===== src/hw/rtl/baag_pkg.sv =====
// baag_pkg: shared types, widths and codes of the blocked array address generator
// no dependencies; used by every module of the block
`timescale 1ns / 1ps

package baag_pkg;

   localparam int DEF_MAX_DIM   = 4096;
   localparam int DEF_MAX_BLOCK = 256;

   localparam int COORD_W    = 12;
   localparam int DIM_W      = 13;
   localparam int SIDE_W     = 9;
   localparam int ADDR_W     = 25;
   localparam int NUM_W      = 14;
   localparam int BLK_W      = NUM_W;
   localparam int IN_W       = SIDE_W;
   localparam int CSR_IDX_W  = 2;
   localparam int CSR_DATA_W = 13;
   localparam int DIV_LANES  = 4;
   localparam int DIV_CNT_W  = $clog2(NUM_W + 1);
   localparam int Q_DEPTH    = 2;
   localparam int Q_PTR_W    = $clog2(Q_DEPTH);
   localparam int Q_CNT_W    = $clog2(Q_DEPTH + 1);

   localparam int LANE_COL  = 0;
   localparam int LANE_ROW  = 1;
   localparam int LANE_ACR  = 2;
   localparam int LANE_DOWN = 3;

   localparam logic [CSR_IDX_W-1:0] CSR_WIDTH  = 2'd0;
   localparam logic [CSR_IDX_W-1:0] CSR_HEIGHT = 2'd1;
   localparam logic [CSR_IDX_W-1:0] CSR_SIDE   = 2'd2;

   localparam logic OP_TRANSLATE = 1'b0;
   localparam logic OP_SCAN      = 1'b1;

   localparam int SIDE_RESET = 16;

   typedef struct packed {
      logic               opcode;
      logic [COORD_W-1:0] col_in;
      logic [COORD_W-1:0] row_in;
   } req_type;

   typedef struct packed {
      logic [COORD_W-1:0] col_out;
      logic [COORD_W-1:0] row_out;
      logic [ADDR_W-1:0]  address;
      logic               out_of_range;
      logic               scan_last;
   } rsp_type;

   typedef struct packed {
      logic [DIM_W-1:0]  width;
      logic [DIM_W-1:0]  height;
      logic [SIDE_W-1:0] side;
   } cfg_type;

   typedef enum logic [1:0] {
      K_XLATE,
      K_XLATE_OOR,
      K_SCAN,
      K_SCAN_EMPTY
   } kind_type;

   typedef struct packed {
      kind_type           kind;
      logic [COORD_W-1:0] col;
      logic [COORD_W-1:0] row;
   } item_type;

   typedef enum logic [3:0] {
      ST_IDLE,
      ST_DIV,
      ST_POSC,
      ST_POSR,
      ST_CHECK,
      ST_T1,
      ST_T2,
      ST_T3,
      ST_DONE
   } bst_type;

endpackage


===== src/hw/rtl/baag_front.sv =====
// baag_front: configuration registers and classification of incoming beats
// depends on baag_pkg; feeds baag_queue
`timescale 1ns / 1ps

module baag_front #(
   parameter int MAX_DIM   = baag_pkg::DEF_MAX_DIM,
   parameter int MAX_BLOCK = baag_pkg::DEF_MAX_BLOCK
) (
   input  logic                                clock,
   input  logic                                reset,
   input  logic                                csr_we,
   input  logic [baag_pkg::CSR_IDX_W-1:0]      csr_index,
   input  logic [baag_pkg::CSR_DATA_W-1:0]     csr_wdata,
   input  logic                                req_valid,
   output logic                                req_ready,
   input  baag_pkg::req_type                   req_data,
   input  logic                                q_ready,
   output logic                                q_push,
   output baag_pkg::item_type                  q_item,
   output baag_pkg::cfg_type                   cfg
);

   localparam int SIDE_RST = (MAX_BLOCK < baag_pkg::SIDE_RESET) ? MAX_BLOCK
                                                                 : baag_pkg::SIDE_RESET;

   logic [baag_pkg::DIM_W-1:0]  width_ff, width_in;
   logic [baag_pkg::DIM_W-1:0]  height_ff, height_in;
   logic [baag_pkg::SIDE_W-1:0] side_ff, side_in;
   logic [baag_pkg::DIM_W-1:0]  dim_cap;
   logic [baag_pkg::SIDE_W-1:0] side_cap;
   logic                        oor;

   // effective values are stored at write time
   always_comb begin
      dim_cap = (32'(csr_wdata) > MAX_DIM) ? baag_pkg::DIM_W'(MAX_DIM) : csr_wdata;
      if (csr_wdata[baag_pkg::SIDE_W-1:0] == '0) begin
         side_cap = baag_pkg::SIDE_W'(1);
      end else if (32'(csr_wdata[baag_pkg::SIDE_W-1:0]) > MAX_BLOCK) begin
         side_cap = baag_pkg::SIDE_W'(MAX_BLOCK);
      end else begin
         side_cap = csr_wdata[baag_pkg::SIDE_W-1:0];
      end
      width_in  = width_ff;
      height_in = height_ff;
      side_in   = side_ff;
      if (csr_we) begin
         unique case (csr_index)
            baag_pkg::CSR_WIDTH:  width_in  = dim_cap;
            baag_pkg::CSR_HEIGHT: height_in = dim_cap;
            baag_pkg::CSR_SIDE:   side_in   = side_cap;
            default: ;
         endcase
      end
   end

   always_ff @(posedge clock) begin
      if (reset) begin
         width_ff  <= '0;
         height_ff <= '0;
         side_ff   <= baag_pkg::SIDE_W'(SIDE_RST);
      end else begin
         width_ff  <= width_in;
         height_ff <= height_in;
         side_ff   <= side_in;
      end
   end

   always_comb begin
      cfg.width  = width_ff;
      cfg.height = height_ff;
      cfg.side   = side_ff;
      oor = ({1'b0, req_data.col_in} >= width_ff) || ({1'b0, req_data.row_in} >= height_ff);
      q_item.col = req_data.col_in;
      q_item.row = req_data.row_in;
      if (req_data.opcode == baag_pkg::OP_TRANSLATE) begin
         q_item.kind = oor ? baag_pkg::K_XLATE_OOR : baag_pkg::K_XLATE;
      end else begin
         q_item.kind = (width_ff == '0 || height_ff == '0) ? baag_pkg::K_SCAN_EMPTY
                                                          : baag_pkg::K_SCAN;
      end
      req_ready = q_ready;
      q_push    = req_valid && q_ready;
   end

endmodule


===== src/hw/rtl/baag_queue.sv =====
// baag_queue: two-entry queue of classified beats between front and back
// depends on baag_pkg
`timescale 1ns / 1ps

module baag_queue (
   input  logic               clock,
   input  logic               reset,
   input  logic               push,
   input  baag_pkg::item_type push_item,
   output logic               push_ready,
   input  logic               pop,
   output logic               pop_valid,
   output baag_pkg::item_type pop_item
);

   baag_pkg::item_type               entry_ff [baag_pkg::Q_DEPTH];
   logic [baag_pkg::Q_PTR_W-1:0]     wr_ptr_ff, wr_ptr_in;
   logic [baag_pkg::Q_PTR_W-1:0]     rd_ptr_ff, rd_ptr_in;
   logic [baag_pkg::Q_CNT_W-1:0]     count_ff, count_in;

   always_comb begin
      push_ready = (count_ff != baag_pkg::Q_CNT_W'(baag_pkg::Q_DEPTH));
      pop_valid  = (count_ff != '0);
      pop_item   = entry_ff[rd_ptr_ff];
      wr_ptr_in  = push ? wr_ptr_ff + 1'b1 : wr_ptr_ff;
      rd_ptr_in  = pop ? rd_ptr_ff + 1'b1 : rd_ptr_ff;
      count_in   = count_ff;
      if (push && !pop) begin
         count_in = count_ff + 1'b1;
      end else if (pop && !push) begin
         count_in = count_ff - 1'b1;
      end
   end

   always_ff @(posedge clock) begin
      if (reset) begin
         wr_ptr_ff <= '0;
         rd_ptr_ff <= '0;
         count_ff  <= '0;
      end else begin
         wr_ptr_ff <= wr_ptr_in;
         rd_ptr_ff <= rd_ptr_in;
         count_ff  <= count_in;
      end
   end

   always_ff @(posedge clock) begin
      if (push) begin
         entry_ff[wr_ptr_ff] <= push_item;
      end
   end

endmodule


===== src/hw/rtl/baag_div.sv =====
// baag_div: four-lane restoring divider sharing one divisor, one quotient bit per cycle
// depends on baag_pkg; used by baag_back
`timescale 1ns / 1ps

module baag_div (
   input  logic                                                    clock,
   input  logic                                                    reset,
   input  logic                                                    start,
   input  logic [baag_pkg::DIV_LANES-1:0][baag_pkg::NUM_W-1:0]     num,
   input  logic [baag_pkg::SIDE_W-1:0]                             den,
   output logic                                                    done,
   output logic [baag_pkg::DIV_LANES-1:0][baag_pkg::NUM_W-1:0]     quo,
   output logic [baag_pkg::DIV_LANES-1:0][baag_pkg::SIDE_W-1:0]    rem
);

   logic                                                   busy_ff, busy_in;
   logic                                                   done_ff, done_in;
   logic [baag_pkg::DIV_CNT_W-1:0]                         cnt_ff, cnt_in;
   logic [baag_pkg::SIDE_W-1:0]                            den_ff, den_in;
   logic [baag_pkg::DIV_LANES-1:0][baag_pkg::NUM_W-1:0]    quo_ff, quo_in;
   logic [baag_pkg::DIV_LANES-1:0][baag_pkg::SIDE_W-1:0]   rem_ff, rem_in;
   logic [baag_pkg::DIV_LANES-1:0][baag_pkg::SIDE_W:0]     rem_sh;
   logic [baag_pkg::DIV_LANES-1:0][baag_pkg::SIDE_W:0]     rem_sub;
   logic [baag_pkg::DIV_LANES-1:0]                         ge;
   logic                                                   last;

   always_comb begin
      last    = (cnt_ff == baag_pkg::DIV_CNT_W'(baag_pkg::NUM_W - 1));
      busy_in = busy_ff;
      done_in = 1'b0;
      cnt_in  = cnt_ff;
      den_in  = den_ff;
      quo_in  = quo_ff;
      rem_in  = rem_ff;
      for (int l = 0; l < baag_pkg::DIV_LANES; l++) begin
         rem_sh[l]  = {rem_ff[l], quo_ff[l][baag_pkg::NUM_W-1]};
         ge[l]      = (rem_sh[l] >= {1'b0, den_ff});
         rem_sub[l] = rem_sh[l] - {1'b0, den_ff};
      end
      if (start) begin
         busy_in = 1'b1;
         cnt_in  = '0;
         den_in  = den;
         quo_in  = num;
         rem_in  = '0;
      end else if (busy_ff) begin
         cnt_in = cnt_ff + 1'b1;
         for (int l = 0; l < baag_pkg::DIV_LANES; l++) begin
            quo_in[l] = {quo_ff[l][baag_pkg::NUM_W-2:0], ge[l]};
            rem_in[l] = ge[l] ? rem_sub[l][baag_pkg::SIDE_W-1:0]
                              : rem_sh[l][baag_pkg::SIDE_W-1:0];
         end
         if (last) begin
            busy_in = 1'b0;
            done_in = 1'b1;
         end
      end
      done = done_ff;
      quo  = quo_ff;
      rem  = rem_ff;
   end

   always_ff @(posedge clock) begin
      if (reset) begin
         busy_ff <= 1'b0;
         done_ff <= 1'b0;
         cnt_ff  <= '0;
      end else begin
         busy_ff <= busy_in;
         done_ff <= done_in;
         cnt_ff  <= cnt_in;
      end
   end

   always_ff @(posedge clock) begin
      den_ff <= den_in;
      quo_ff <= quo_in;
      rem_ff <= rem_in;
   end

endmodule


===== src/hw/rtl/baag_back.sv =====
// baag_back: sequencer, shared multiply-add, scan position and result register
// depends on baag_pkg and baag_div; drains baag_queue
`timescale 1ns / 1ps

module baag_back (
   input  logic               clock,
   input  logic               reset,
   input  baag_pkg::cfg_type  cfg,
   input  logic               q_valid,
   input  baag_pkg::item_type q_item,
   output logic               q_pop,
   output logic               rsp_valid,
   input  logic               rsp_ready,
   output baag_pkg::rsp_type  rsp_data
);

   localparam int AW      = baag_pkg::ADDR_W;
   localparam int NW      = baag_pkg::NUM_W;
   localparam int IN_W_P1 = baag_pkg::IN_W + 1;

   baag_pkg::bst_type             state_ff, state_in;
   baag_pkg::kind_type            kind_ff, kind_in;
   logic [baag_pkg::COORD_W-1:0]  col_ff, col_in, row_ff, row_in;
   logic [baag_pkg::BLK_W-1:0]    bc_ff, bc_in, br_ff, br_in;
   logic [baag_pkg::IN_W-1:0]     ic_ff, ic_in, ir_ff, ir_in;
   logic [NW-1:0]                 across_ff, across_in, down_ff, down_in;
   logic [AW-1:0]                 pos_c_ff, pos_c_in, pos_r_ff, pos_r_in;
   logic [AW-1:0]                 acc_ff, acc_in;
   logic [baag_pkg::BLK_W-1:0]    scan_bc_ff, scan_bc_in, scan_br_ff, scan_br_in;
   logic [baag_pkg::IN_W-1:0]     scan_ic_ff, scan_ic_in, scan_ir_ff, scan_ir_in;
   baag_pkg::rsp_type             rsp_ff, rsp_in;
   logic                          rsp_valid_ff, rsp_valid_in;

   logic                                                   div_start;
   logic                                                   div_done;
   logic [baag_pkg::DIV_LANES-1:0][NW-1:0]                 div_num;
   logic [baag_pkg::DIV_LANES-1:0][NW-1:0]                 div_quo;
   logic [baag_pkg::DIV_LANES-1:0][baag_pkg::SIDE_W-1:0]   div_rem;

   logic [AW-1:0]        mac_a;
   logic [NW-1:0]        mac_m, mac_c;
   logic [AW+NW-1:0]     mac_prod;
   logic [AW-1:0]        mac_sum;
   logic                 rsp_free, stale;
   logic [IN_W_P1-1:0]   ic_nx, ir_nx;
   logic [baag_pkg::BLK_W:0] bc_nx, br_nx;
   logic                 wrap_c, wrap_r, wrap_bc, wrap_br;

   baag_div u_div (
      .clock (clock),
      .reset (reset),
      .start (div_start),
      .num   (div_num),
      .den   (cfg.side),
      .done  (div_done),
      .quo   (div_quo),
      .rem   (div_rem)
   );

   // shared multiply-add: a * m + c, low address bits kept
   always_comb begin
      mac_a = acc_ff;
      mac_m = NW'(cfg.side);
      mac_c = NW'(ic_ff);
      unique case (state_ff)
         baag_pkg::ST_POSC: begin
            mac_a = AW'(bc_ff);
            mac_c = NW'(ic_ff);
         end
         baag_pkg::ST_POSR: begin
            mac_a = AW'(br_ff);
            mac_c = NW'(ir_ff);
         end
         baag_pkg::ST_T1: begin
            mac_a = AW'(br_ff);
            mac_m = across_ff;
            mac_c = NW'(bc_ff);
         end
         baag_pkg::ST_T2: begin
            mac_c = NW'(ir_ff);
         end
         default: ;
      endcase
      mac_prod = mac_a * mac_m;
      mac_sum  = mac_prod[AW-1:0] + AW'(mac_c);
   end

   always_comb begin
      div_num[baag_pkg::LANE_COL]  = NW'(q_item.col);
      div_num[baag_pkg::LANE_ROW]  = NW'(q_item.row);
      div_num[baag_pkg::LANE_ACR]  = NW'(cfg.width) + NW'(cfg.side) - 1'b1;
      div_num[baag_pkg::LANE_DOWN] = NW'(cfg.height) + NW'(cfg.side) - 1'b1;

      stale = (ic_ff >= cfg.side) || (ir_ff >= cfg.side) ||
              (pos_c_ff >= AW'(cfg.width)) || (pos_r_ff >= AW'(cfg.height));

      ic_nx   = {1'b0, ic_ff} + 1'b1;
      ir_nx   = {1'b0, ir_ff} + 1'b1;
      bc_nx   = {1'b0, bc_ff} + 1'b1;
      br_nx   = {1'b0, br_ff} + 1'b1;
      wrap_c  = (ic_nx >= {1'b0, cfg.side}) || (pos_c_ff + 1'b1 >= AW'(cfg.width));
      wrap_r  = (ir_nx >= {1'b0, cfg.side}) || (pos_r_ff + 1'b1 >= AW'(cfg.height));
      wrap_bc = (bc_nx >= (baag_pkg::BLK_W + 1)'(across_ff));
      wrap_br = (br_nx >= (baag_pkg::BLK_W + 1)'(down_ff));

      rsp_free = !rsp_valid_ff || rsp_ready;
   end

   always_comb begin
      state_in     = state_ff;
      kind_in      = kind_ff;
      col_in       = col_ff;
      row_in       = row_ff;
      bc_in        = bc_ff;
      br_in        = br_ff;
      ic_in        = ic_ff;
      ir_in        = ir_ff;
      across_in    = across_ff;
      down_in      = down_ff;
      pos_c_in     = pos_c_ff;
      pos_r_in     = pos_r_ff;
      acc_in       = acc_ff;
      scan_bc_in   = scan_bc_ff;
      scan_br_in   = scan_br_ff;
      scan_ic_in   = scan_ic_ff;
      scan_ir_in   = scan_ir_ff;
      rsp_in       = rsp_ff;
      rsp_valid_in = rsp_valid_ff && !rsp_ready;
      q_pop        = 1'b0;
      div_start    = 1'b0;

      unique case (state_ff)
         baag_pkg::ST_IDLE: begin
            if (q_valid) begin
               q_pop   = 1'b1;
               kind_in = q_item.kind;
               col_in  = q_item.col;
               row_in  = q_item.row;
               bc_in   = scan_bc_ff;
               br_in   = scan_br_ff;
               ic_in   = scan_ic_ff;
               ir_in   = scan_ir_ff;
               unique case (q_item.kind)
                  baag_pkg::K_XLATE_OOR,
                  baag_pkg::K_SCAN_EMPTY: state_in = baag_pkg::ST_DONE;
                  baag_pkg::K_XLATE,
                  baag_pkg::K_SCAN: begin
                     div_start = 1'b1;
                     state_in  = baag_pkg::ST_DIV;
                  end
                  default: ;
               endcase
            end
         end
         baag_pkg::ST_DIV: begin
            if (div_done) begin
               across_in = div_quo[baag_pkg::LANE_ACR];
               down_in   = div_quo[baag_pkg::LANE_DOWN];
               if (kind_ff == baag_pkg::K_XLATE) begin
                  bc_in    = div_quo[baag_pkg::LANE_COL];
                  br_in    = div_quo[baag_pkg::LANE_ROW];
                  ic_in    = div_rem[baag_pkg::LANE_COL];
                  ir_in    = div_rem[baag_pkg::LANE_ROW];
                  state_in = baag_pkg::ST_T1;
               end else begin
                  state_in = baag_pkg::ST_POSC;
               end
            end
         end
         baag_pkg::ST_POSC: begin
            pos_c_in = mac_sum;
            state_in = baag_pkg::ST_POSR;
         end
         baag_pkg::ST_POSR: begin
            pos_r_in = mac_sum;
            state_in = baag_pkg::ST_CHECK;
         end
         baag_pkg::ST_CHECK: begin
            // stale position after a config change: restart the scan
            if (stale) begin
               bc_in    = '0;
               br_in    = '0;
               ic_in    = '0;
               ir_in    = '0;
               pos_c_in = '0;
               pos_r_in = '0;
            end
            state_in = baag_pkg::ST_T1;
         end
         baag_pkg::ST_T1: begin
            acc_in   = mac_sum;
            state_in = baag_pkg::ST_T2;
         end
         baag_pkg::ST_T2: begin
            acc_in   = mac_sum;
            state_in = baag_pkg::ST_T3;
         end
         baag_pkg::ST_T3: begin
            acc_in   = mac_sum;
            state_in = baag_pkg::ST_DONE;
         end
         baag_pkg::ST_DONE: begin
            if (rsp_free) begin
               rsp_valid_in = 1'b1;
               state_in     = baag_pkg::ST_IDLE;
               unique case (kind_ff)
                  baag_pkg::K_XLATE: begin
                     rsp_in.col_out      = col_ff;
                     rsp_in.row_out      = row_ff;
                     rsp_in.address      = acc_ff;
                     rsp_in.out_of_range = 1'b0;
                     rsp_in.scan_last    = 1'b0;
                  end
                  baag_pkg::K_XLATE_OOR: begin
                     rsp_in.col_out      = col_ff;
                     rsp_in.row_out      = row_ff;
                     rsp_in.address      = '0;
                     rsp_in.out_of_range = 1'b1;
                     rsp_in.scan_last    = 1'b0;
                  end
                  baag_pkg::K_SCAN_EMPTY: begin
                     rsp_in.col_out      = '0;
                     rsp_in.row_out      = '0;
                     rsp_in.address      = '0;
                     rsp_in.out_of_range = 1'b1;
                     rsp_in.scan_last    = 1'b1;
                     scan_bc_in          = '0;
                     scan_br_in          = '0;
                     scan_ic_in          = '0;
                     scan_ir_in          = '0;
                  end
                  baag_pkg::K_SCAN: begin
                     rsp_in.col_out      = pos_c_ff[baag_pkg::COORD_W-1:0];
                     rsp_in.row_out      = pos_r_ff[baag_pkg::COORD_W-1:0];
                     rsp_in.address      = acc_ff;
                     rsp_in.out_of_range = 1'b0;
                     rsp_in.scan_last    = wrap_c && wrap_r && wrap_bc && wrap_br;
                     scan_bc_in          = bc_ff;
                     scan_br_in          = br_ff;
                     scan_ir_in          = ir_ff;
                     scan_ic_in          = ic_nx[baag_pkg::IN_W-1:0];
                     if (wrap_c) begin
                        scan_ic_in = '0;
                        scan_ir_in = ir_nx[baag_pkg::IN_W-1:0];
                        if (wrap_r) begin
                           scan_ir_in = '0;
                           scan_bc_in = bc_nx[baag_pkg::BLK_W-1:0];
                           if (wrap_bc) begin
                              scan_bc_in = '0;
                              scan_br_in = wrap_br ? '0 : br_nx[baag_pkg::BLK_W-1:0];
                           end
                        end
                     end
                  end
                  default: ;
               endcase
            end
         end
         default: state_in = baag_pkg::ST_IDLE;
      endcase

      rsp_valid = rsp_valid_ff;
      rsp_data  = rsp_ff;
   end

   always_ff @(posedge clock) begin
      if (reset) begin
         state_ff     <= baag_pkg::ST_IDLE;
         rsp_valid_ff <= 1'b0;
         scan_bc_ff   <= '0;
         scan_br_ff   <= '0;
         scan_ic_ff   <= '0;
         scan_ir_ff   <= '0;
      end else begin
         state_ff     <= state_in;
         rsp_valid_ff <= rsp_valid_in;
         scan_bc_ff   <= scan_bc_in;
         scan_br_ff   <= scan_br_in;
         scan_ic_ff   <= scan_ic_in;
         scan_ir_ff   <= scan_ir_in;
      end
   end

   always_ff @(posedge clock) begin
      kind_ff   <= kind_in;
      col_ff    <= col_in;
      row_ff    <= row_in;
      bc_ff     <= bc_in;
      br_ff     <= br_in;
      ic_ff     <= ic_in;
      ir_ff     <= ir_in;
      across_ff <= across_in;
      down_ff   <= down_in;
      pos_c_ff  <= pos_c_in;
      pos_r_ff  <= pos_r_in;
      acc_ff    <= acc_in;
      rsp_ff    <= rsp_in;
   end

   a_div_done_in_div: assert property (@(posedge clock) disable iff (reset)
      div_done |-> state_ff == baag_pkg::ST_DIV)
      else $error("divider finished outside the divide phase");

   a_oor_zero_addr: assert property (@(posedge clock) disable iff (reset)
      rsp_valid_ff && rsp_ff.out_of_range |-> rsp_ff.address == '0)
      else $error("out-of-range beat carries a nonzero address");

   a_tile_in_bounds: assert property (@(posedge clock) disable iff (reset)
      state_ff == baag_pkg::ST_T1 |-> bc_ff < across_ff && ic_ff < cfg.side)
      else $error("tile coordinates outside the array before address build");

   a_scan_col_wraps: assert property (@(posedge clock) disable iff (reset)
      state_ff == baag_pkg::ST_DONE && rsp_free && kind_ff == baag_pkg::K_SCAN
      |=> scan_ic_ff < cfg.side)
      else $error("scan column inside tile not wrapped");

endmodule


===== src/hw/rtl/blocked_array_address_generator_unit.sv =====
// Maps (column, row) of a square-tiled array to a flat address, or steps the tile-order
// scan by one element. Translate and scan beats run the 14-step restoring divider (one
// quotient bit per cycle), then the shared multiply-add that builds the address in three
// steps; scan beats first rebuild their position with it. Out-of-range translates and
// scans of an empty array skip both. Items are handled one at a time in order; a
// two-entry queue lets new beats in while the back end works and a finished result
// waits in the output register. Config writes take effect at once and are expected only
// while no beat is in flight. Depends on baag_pkg, baag_front, baag_queue, baag_back.
`timescale 1ns / 1ps

module blocked_array_address_generator_unit #(
   parameter int MAX_DIM   = baag_pkg::DEF_MAX_DIM,
   parameter int MAX_BLOCK = baag_pkg::DEF_MAX_BLOCK
) (
   input  logic                            clock,
   input  logic                            reset,
   input  logic                            csr_we,
   input  logic [baag_pkg::CSR_IDX_W-1:0]  csr_index,
   input  logic [baag_pkg::CSR_DATA_W-1:0] csr_wdata,
   input  logic                            req_valid,
   output logic                            req_ready,
   input  baag_pkg::req_type               req_data,
   output logic                            rsp_valid,
   input  logic                            rsp_ready,
   output baag_pkg::rsp_type               rsp_data
);

   baag_pkg::cfg_type  cfg;
   baag_pkg::item_type push_item, pop_item;
   logic               push, push_ready, pop, pop_valid;

   baag_front #(
      .MAX_DIM   (MAX_DIM),
      .MAX_BLOCK (MAX_BLOCK)
   ) u_front (
      .clock     (clock),
      .reset     (reset),
      .csr_we    (csr_we),
      .csr_index (csr_index),
      .csr_wdata (csr_wdata),
      .req_valid (req_valid),
      .req_ready (req_ready),
      .req_data  (req_data),
      .q_ready   (push_ready),
      .q_push    (push),
      .q_item    (push_item),
      .cfg       (cfg)
   );

   baag_queue u_queue (
      .clock      (clock),
      .reset      (reset),
      .push       (push),
      .push_item  (push_item),
      .push_ready (push_ready),
      .pop        (pop),
      .pop_valid  (pop_valid),
      .pop_item   (pop_item)
   );

   baag_back u_back (
      .clock     (clock),
      .reset     (reset),
      .cfg       (cfg),
      .q_valid   (pop_valid),
      .q_item    (pop_item),
      .q_pop     (pop),
      .rsp_valid (rsp_valid),
      .rsp_ready (rsp_ready),
      .rsp_data  (rsp_data)
   );

endmodule


===== config.mk =====
export PLATFORM = sky130hd
export DESIGN_NAME = blocked_array_address_generator_unit
export DESIGN_NICKNAME = d
export VERILOG_FILES = /design/src/hw/rtl/baag_pkg.sv /design/src/hw/rtl/baag_front.sv /design/src/hw/rtl/baag_queue.sv /design/src/hw/rtl/baag_div.sv /design/src/hw/rtl/baag_back.sv /design/src/hw/rtl/blocked_array_address_generator_unit.sv
export SDC_FILE = /design/constraint.sdc
export NUM_CORES = 2
export LEC_CHECK = 0
export BUFFER_PORTS_ARGS = -buffer_cell sky130_fd_sc_hd__buf_2
export CAP_MARGIN = 10
export CELL_PAD_IN_SITES_DETAIL_PLACEMENT = 1
export CELL_PAD_IN_SITES_GLOBAL_PLACEMENT = 2
export CORE_MARGIN = 10
export CORE_UTILIZATION = 38
export DETAILED_ROUTE_END_ITERATION = 8
export HOLD_SLACK_MARGIN = 0.1
export PLACE_DENSITY = 0.83
export SYNTH_ARGS = -nofsm -noshare
export SYNTH_HDL_FRONTEND = slang
export SYNTH_SLANG_ARGS = --single-unit

===== constraint.sdc =====
create_clock -name clock -period 7.7 [get_ports clock]
set_input_delay 1.54 -clock clock [delete_from_list [all_inputs] [get_ports clock]]
set_output_delay 1.54 -clock clock [all_outputs]
set_load 0.01 [all_outputs]

---- After elaboration in Yosys (flattened, before gate mapping) ----
Memories as Yosys holds them, arrays and structs flattened. A register that Yosys moved wholly into a read port is not among the register bits.
Cells that the tools add are included.
operators by class
  $add $sub $neg .......................... 20
  multiply operators ...................... 1
  divide/modulo/power cells ............... 0
  order comparisons ....................... 18
  eq/ne operators ......................... 23
  shifts and indexed selects .............. 0
  muxes and demuxes ....................... 74
  bitwise gates (word level) .............. 1
  reductions and logical operators ........ 51
operators with widths
  operator                                             number
  two-way mux 14 bit                                   15
  case mux 51 bit (4 select lines)                     1
  case mux 25 bit (2 select lines)                     3
  two-way mux 9 bit                                    16
  two-way mux 56 bit                                   2
  >= comparator 25 x 13 -> 1 bit                       4
  case mux 14 bit (2 select lines)                     3
  case mux 14 bit (3 select lines)                     2
  >= comparator 10 x 9 -> 1 bit                        6
  case mux 9 bit (3 select lines)                      2
  adder 25 x 1 -> 25 bit (second input constant)       2
  case mux 4 bit (9 select lines)                      1
  case mux 9 bit (2 select lines)                      2
  subtractor 9 bit                                     4
  adder 14 x 1 -> 15 bit (second input constant)       2
  >= comparator 15 x 14 -> 1 bit                       2
  adder 13 x 9 -> 14 bit                               2
  subtractor 14 x 1 -> 14 bit (second input constant)  2
  >= comparator 12 x 13 -> 1 bit                       2
  zero test 13 bit                                     2
  adder 25 x 14 -> 25 bit                              1
  multiplier 25 x 14 -> 25 bit                         1
  two-way mux 25 bit                                   1
  adder 9 x 1 -> 10 bit (second input constant)        2
  35 further kinds                                     108
word-level totals
  register bits ........................... 423
  bits in latches ......................... 0
  bits in writable memories ............... 52
  ROM bits ................................ 0
  memories kept ........................... 1
memory list
  name              words  bits a word  rd ports  clocked after memory_dff  wr ports  line              RTL
  u_queue.entry_ff  2      26           1         1                         1         baag_queue.sv:16  baag_pkg::item_type entry_ff [baag_pkg::Q_DEPTH];

---- Depth between registers and ports, before layout ----
  depth in word-level cells ............... 7
  mapped depth ............................ 32

---- Cells and area by module ----
A second synthesis with hierarchy kept.
unflattened totals
  cell total of the unflattened synthesis .. 3514
  area total of the unflattened synthesis .. 35378.9 µm²
by module, submodules not included
  module      instances  cells each  area each (µm²)  seq. area each (µm²)
  baag_back   1          2579        24960.2          7807.5
  baag_div    1          541         6092.1           2792.7
  baag_front  1          291         2237.1           700.7
  baag_queue  1          103         2089.5           1661.6

---- Worst setup path after synthesis ----
Ideal clock, no wire load.
  path type ............................... reg-to-reg
  start point ............................. register u_back.state_ff[2]
  end point ............................... register u_back.pos_c_ff[23] (data pin)
  data arrival time ....................... 7320 ps
  required time ........................... 7442 ps
  path slack .............................. 122 ps
  stages on the path, launching flop included .. 32
  buffers on the path ..................... 5
  cell sequence ........................... dfxtp_1 buf_2 and4bb_2 buf_2 clkbuf_1 buf_1 nor2_1 a21oi_1 clkbuf_1 nor2_1 fa_1 inv_1 fa_1 inv_1 fa_1 inv_1 fa_1 inv_1 fa_1 inv_1 fa_1 inv_1 ha_1 o21a_1 o21ai_0 nand2b_1 o31ai_1 a21oi_1 a311oi_1 o31ai_1 xor2_1 and2_1
between the ends
  cells in the longest elaborated chain, start to end .. 6
  elaborated cells between the ends (all ways) .. 13
  those cells by class .................... add/sub (1); mul (1); eq/ne (5); mux (4); reduce/logical (2)
RTL lines
  item                                                              line              RTL
  start, declared                                                   baag_back.sv:21   baag_pkg::bst_type state_ff, state_in;
  start signal, assigned                                            baag_back.sv:268  state_ff <= baag_pkg::ST_IDLE;
  start signal, assigned                                            baag_back.sv:275  state_ff <= state_in;
  == test 4 x 2 -> 1 bit or == test 4 x 3 -> 1 bit (tied branches)  baag_back.sv:65   unique case (state_ff)
  OR reduction 2 bit (no line)                                      --
  case mux 25 bit (2 select lines)                                  baag_back.sv:65
  multiplier 25 x 14 -> 25 bit                                      baag_back.sv:84   mac_prod = mac_a * mac_m;
  adder 25 x 14 -> 25 bit *                                         baag_back.sv:85   mac_sum = mac_prod[AW-1:0] + AW'(mac_c);
  named net u_back.mac_sum[23]                                      baag_back.sv:43   logic [AW-1:0] mac_sum;
  case mux 25 bit (2 select lines) *                                baag_back.sv:132  unique case (state_ff)
  named net u_back.pos_c_in[23]                                     baag_back.sv:27   logic [AW-1:0] pos_c_ff, pos_c_in, pos_r_ff, pos_r_in;
  end signal, assigned                                              baag_back.sv:294  pos_c_ff <= pos_c_in;
  end, declared                                                     baag_back.sv:27
The timed path passes the listed nets; every way through them passes the cells marked *.
A chain may end at the register's enable or synchronous reset.

---- Worst setup path in the final report ----
  start point ............................. register u_back.state_ff[0]
  end point ............................... register u_back.pos_c_ff[24] (data pin)
The elaborated chain is that of the path after synthesis.

==> results.py <==
metrics = {
    "timing": {
        "max_slew_margin_pct": 20.3,
        "fmax_mhz": 134,
        "setup_tns_ns": 0,
        "report.final.slew_viol_count": 0,
        "whs_ns": 0.448,
        "hold_violations": 0,
        "fin_crit_sh_pct": 96.7,
        "clock_skew_ns": 0.0151,
        "finalSetupViolCount": 0,
        "tightest_slew_ns": 1.19,
        "period_minus_slack_ns": 7.44,
    },
    "place": {
        "place_hpwl_um": 95400,
        "place_congestion": 0.932,
        "io_buffers": 97,
    },
    "layout": {
        "syn2layout_area_growth_pct": 11.3,
        "drive_gt1_share_pct": 9.20,
        "utilization_pct": 42.7,
        "final_net_count": 4210,
    },
    "setup_path": {
        "critical_path_class": "reg -> reg",
        "slowest_stage": "fa_1",
        "arrival_ns": 7.92,
        "cp_max_fo": 16,
        "critPathTopFamily": "adder cells",
        "cp.required_ns": 8.18,
        "slowest_delay_ns": 0.58,
        "crit_path_start_kind": "flop",
        "crit_top_cell": "fa_1",
        "endpoint_kind": "flop",
        "reg2regPathDepth": 25,
        "path_depth": 25,
        "critical_path_buf_inv_count": 5,
    },
    "global_route": {
        "grt_pass1_vias": 28200,
        "grt_max_degree": 79,
        "gr-total-overflow": 0,
        "grt_antenna_before_repair": 2,
        "grt_pass1_wl_um": 182000,
        "grt.total_usage_pct": 23.2,
    },
    "power_and_ir_drop": {
        "p_leak_uw": 0.0160,
        "irDropWorstVdd_uv": 195,
        "total_power_uw": 11200,
        "power_density_mw_per_mm2": 291,
    },
    "clocking": {
        "cts_max_path_buffers": 3,
        "clock-root-buffer": "clkbuf_16",
        "cts_max_level": 2,
        "cts_made_buffers": 51,
        "clkSinkCount": 476,
        "clk_pin_slew_ns": 0.07,
        "clk_latency_ns": 0.61,
        "cts_tree": "built",
    },
    "yosys": {
        "ys_warn_count": 0,
        "synth_most_common_cell": "inv_1",
        "yosys.area.top_type": "edfxtp_1",
        "postSynthAreaPerCell_um2": 9.68,
        "postSynthCellCount": 3566,
        "ys_ff_latch": 476,
        "async_reset_ff_share_pct": 0,
        "synthTopCellsByCount": "inv_1 (467), nand2_1 (368), edfxtp_1 (339), nor2_1 (306), ha_1 (292)",
        "synth_cell_types": 77,
        "seq_area_frac_synth_pct": 37.5,
        "synth_flop_cell": "edfxtp_1",
        "syn-cell-area_mm2": 0.0345,
        "synth-edff-count": 339,
        "synth_area_leaders": "edfxtp_1 (30%), fa_1 (12%), ha_1 (11%), dfxtp_1 (7.9%), inv_1 (5.1%)",
        "syn_nets": 4110,
        "yosys.area.top_type_share_pct": 29.5,
    },
    "detailed_routing": {
        "wirelength_um": 122000,
        "vias_per_cell": 5.60,
        "wl_per_cell_um": 24.9,
        "first_pass_iters": 6,
        "dr_total_vias": 27300,
        "drtIter0Drc": 2268,
        "drcViolationCount": 0,
        "ant_nets": 0,
    },
    "worst_hold_path": {
        "hold_depth": 2,
        "min_path_type": "reg -> reg",
    },
    "die": {
        "die-area_mm2": 0.103,
        "fp.coreArea_mm2": 0.0900,
        "io_pins": 98,
        "dieWidth_um": 321,
        "fp-row-count": 110,
        "start_util_pct": 38.3,
        "die_h_um": 321,
    },
    "status": {
        "outcome": "finished, final reports clean",
    },
    "job": {
        "maxCapViolCount": 0,
    },
}
sequential cells by signal (all words and copies together), names as in the netlist, 12 cells and up, named ones only:
signal / flops
u_back.bc_ff: 14
u_front.width_ff: 13
u_back.br_ff: 14
u_back.scan_br_ff: 14
u_back.rsp_data: 51
u_back.acc_ff: 25
u_back.down_ff: 14
u_back.pos_r_ff: 25
u_back.scan_bc_ff: 14
u_queue.entry_ff: 52
u_back.u_div.rem: 36
u_back.pos_c_ff: 25
u_back.col_ff: 12
u_back.row_ff: 12
u_back.u_div.quo: 56
u_front.height_ff: 13
u_back.across_ff: 14
kinds of logic after synthesis:
kind of cell               count (synthesis)  share of synthesized area, %
AOI/OAI and AO/OA                        583                          10.9
xor gates and xnor gates                 156                          4.00
adders and majority gates                499                          22.6
buffers and inverters                    611                          6.75
DFF                                      476                          37.5
muxes                                     74                          2.27
other                                      1                        0.0109
and+or+nand+nor                         1166                          16.0
stage by stage:
step	instances	area [um2]	setup WS [ns]
after floorplan	3566	34500	0.122
after global placement	4783	36700	0.223
after detailed placement	4783	36700	0.0989
after CTS	4875	38200	0.0764
after global routing	4881	38400	-0.117
final	4883	38400	0.257
routing by layer:
metal	vias up	track usage (%)	part of all wire [%]
met1	13900	30.9	44
met3	179	3.19	6.0
met4	0	8.26	3.9
met5	-	0	0
li1	12400	-	-
met2	883	38.2	46
cells in the final DEF (no fill, tap or decap), types with 33 or more instances in the layout:
master     synthesis  layout
o21ai_0          136     135
nand3_1          137     137
dfxtp_1          137     135
mux2i_1           41      41
a22o_1            46      46
nor3_1            34      33
nand2_1          368     367
buf_4              2      87
fa_1             207     207
clkbuf_16          0      52
nor2b_1           75      75
nor2_1           306     301
a21oi_1          136     134
buf_2              8      97
a211oi_1          33      33
xnor2_1           89      88
ha_1             292     292
a21o_1            39      39
and2_1            54      47
nand4_1           40      40
edfxtp_1         339     339
xor2_1            66      65
inv_1            467     465
path summary, 6_finish.rpt:
kind	startpoint	to	slack (ns)
worst max-delay path	u_back.state_ff[0]	u_back.pos_c_ff[24]	0.26
worst max register to register	u_back.state_ff[0]	u_back.pos_c_ff[24]	0.26
worst min-delay path	u_back.scan_ir_ff[2]	u_back.scan_ir_ff[2]	0.45
worst min register to register	u_back.scan_ir_ff[2]	u_back.scan_ir_ff[2]	0.45
layout make-up:
| class | count | area (um2) |
|---|---|---|
| timing repair buffer | 191 | 1270 |
| antenna | 2 | 5.00 |
| tap | 1176 | 1470 |
| clock buffer | 64 | 1330 |
| fill | 10300 | 51600 |
| inverter | 467 | 1750 |
| clock inverter | 28 | 264 |
| sequential | 476 | 12900 |
| multi-input combinational | 2479 | 19400 |
repair_timing:
action | CTS | global route
resized for setup | 0 | 24
hold buffers | 0 | 0
buffers inserted | 0 | 5
endpoints found under the setup margin | 0 | 33
worst reg2reg max path: stages, from the launching register on:
cell	delay [ns]
dfxtp_1	0.34
buf_4	0.21
nand2b_1	0.17
nor3_2	0.04
buf_4	0.20
a222oi_1	0.45
buf_4	0.26
nor2_1	0.08
fa_1	0.50
fa_1	0.52
fa_1	0.53
fa_1	0.54
fa_1	0.58
inv_1	0.06
fa_1	0.54
inv_1	0.06
ha_1	0.36
a21o_1	0.20
a21oi_1	0.16
nor2b_1	0.07
a311oi_2	0.32
a31oi_2	0.19
a31oi_2	0.26
o21ai_0	0.14
xnor2_1	0.31
and2_1	0.20
where the power goes:
group	total [uW]	internal, uW	switching [uW]
combinational	4430	1620	2800
sequential	4340	3630	718
clock	2420	1330	1080
total	11200	6580	4610
No activity file was read; power rests on OpenSTA's default activity.
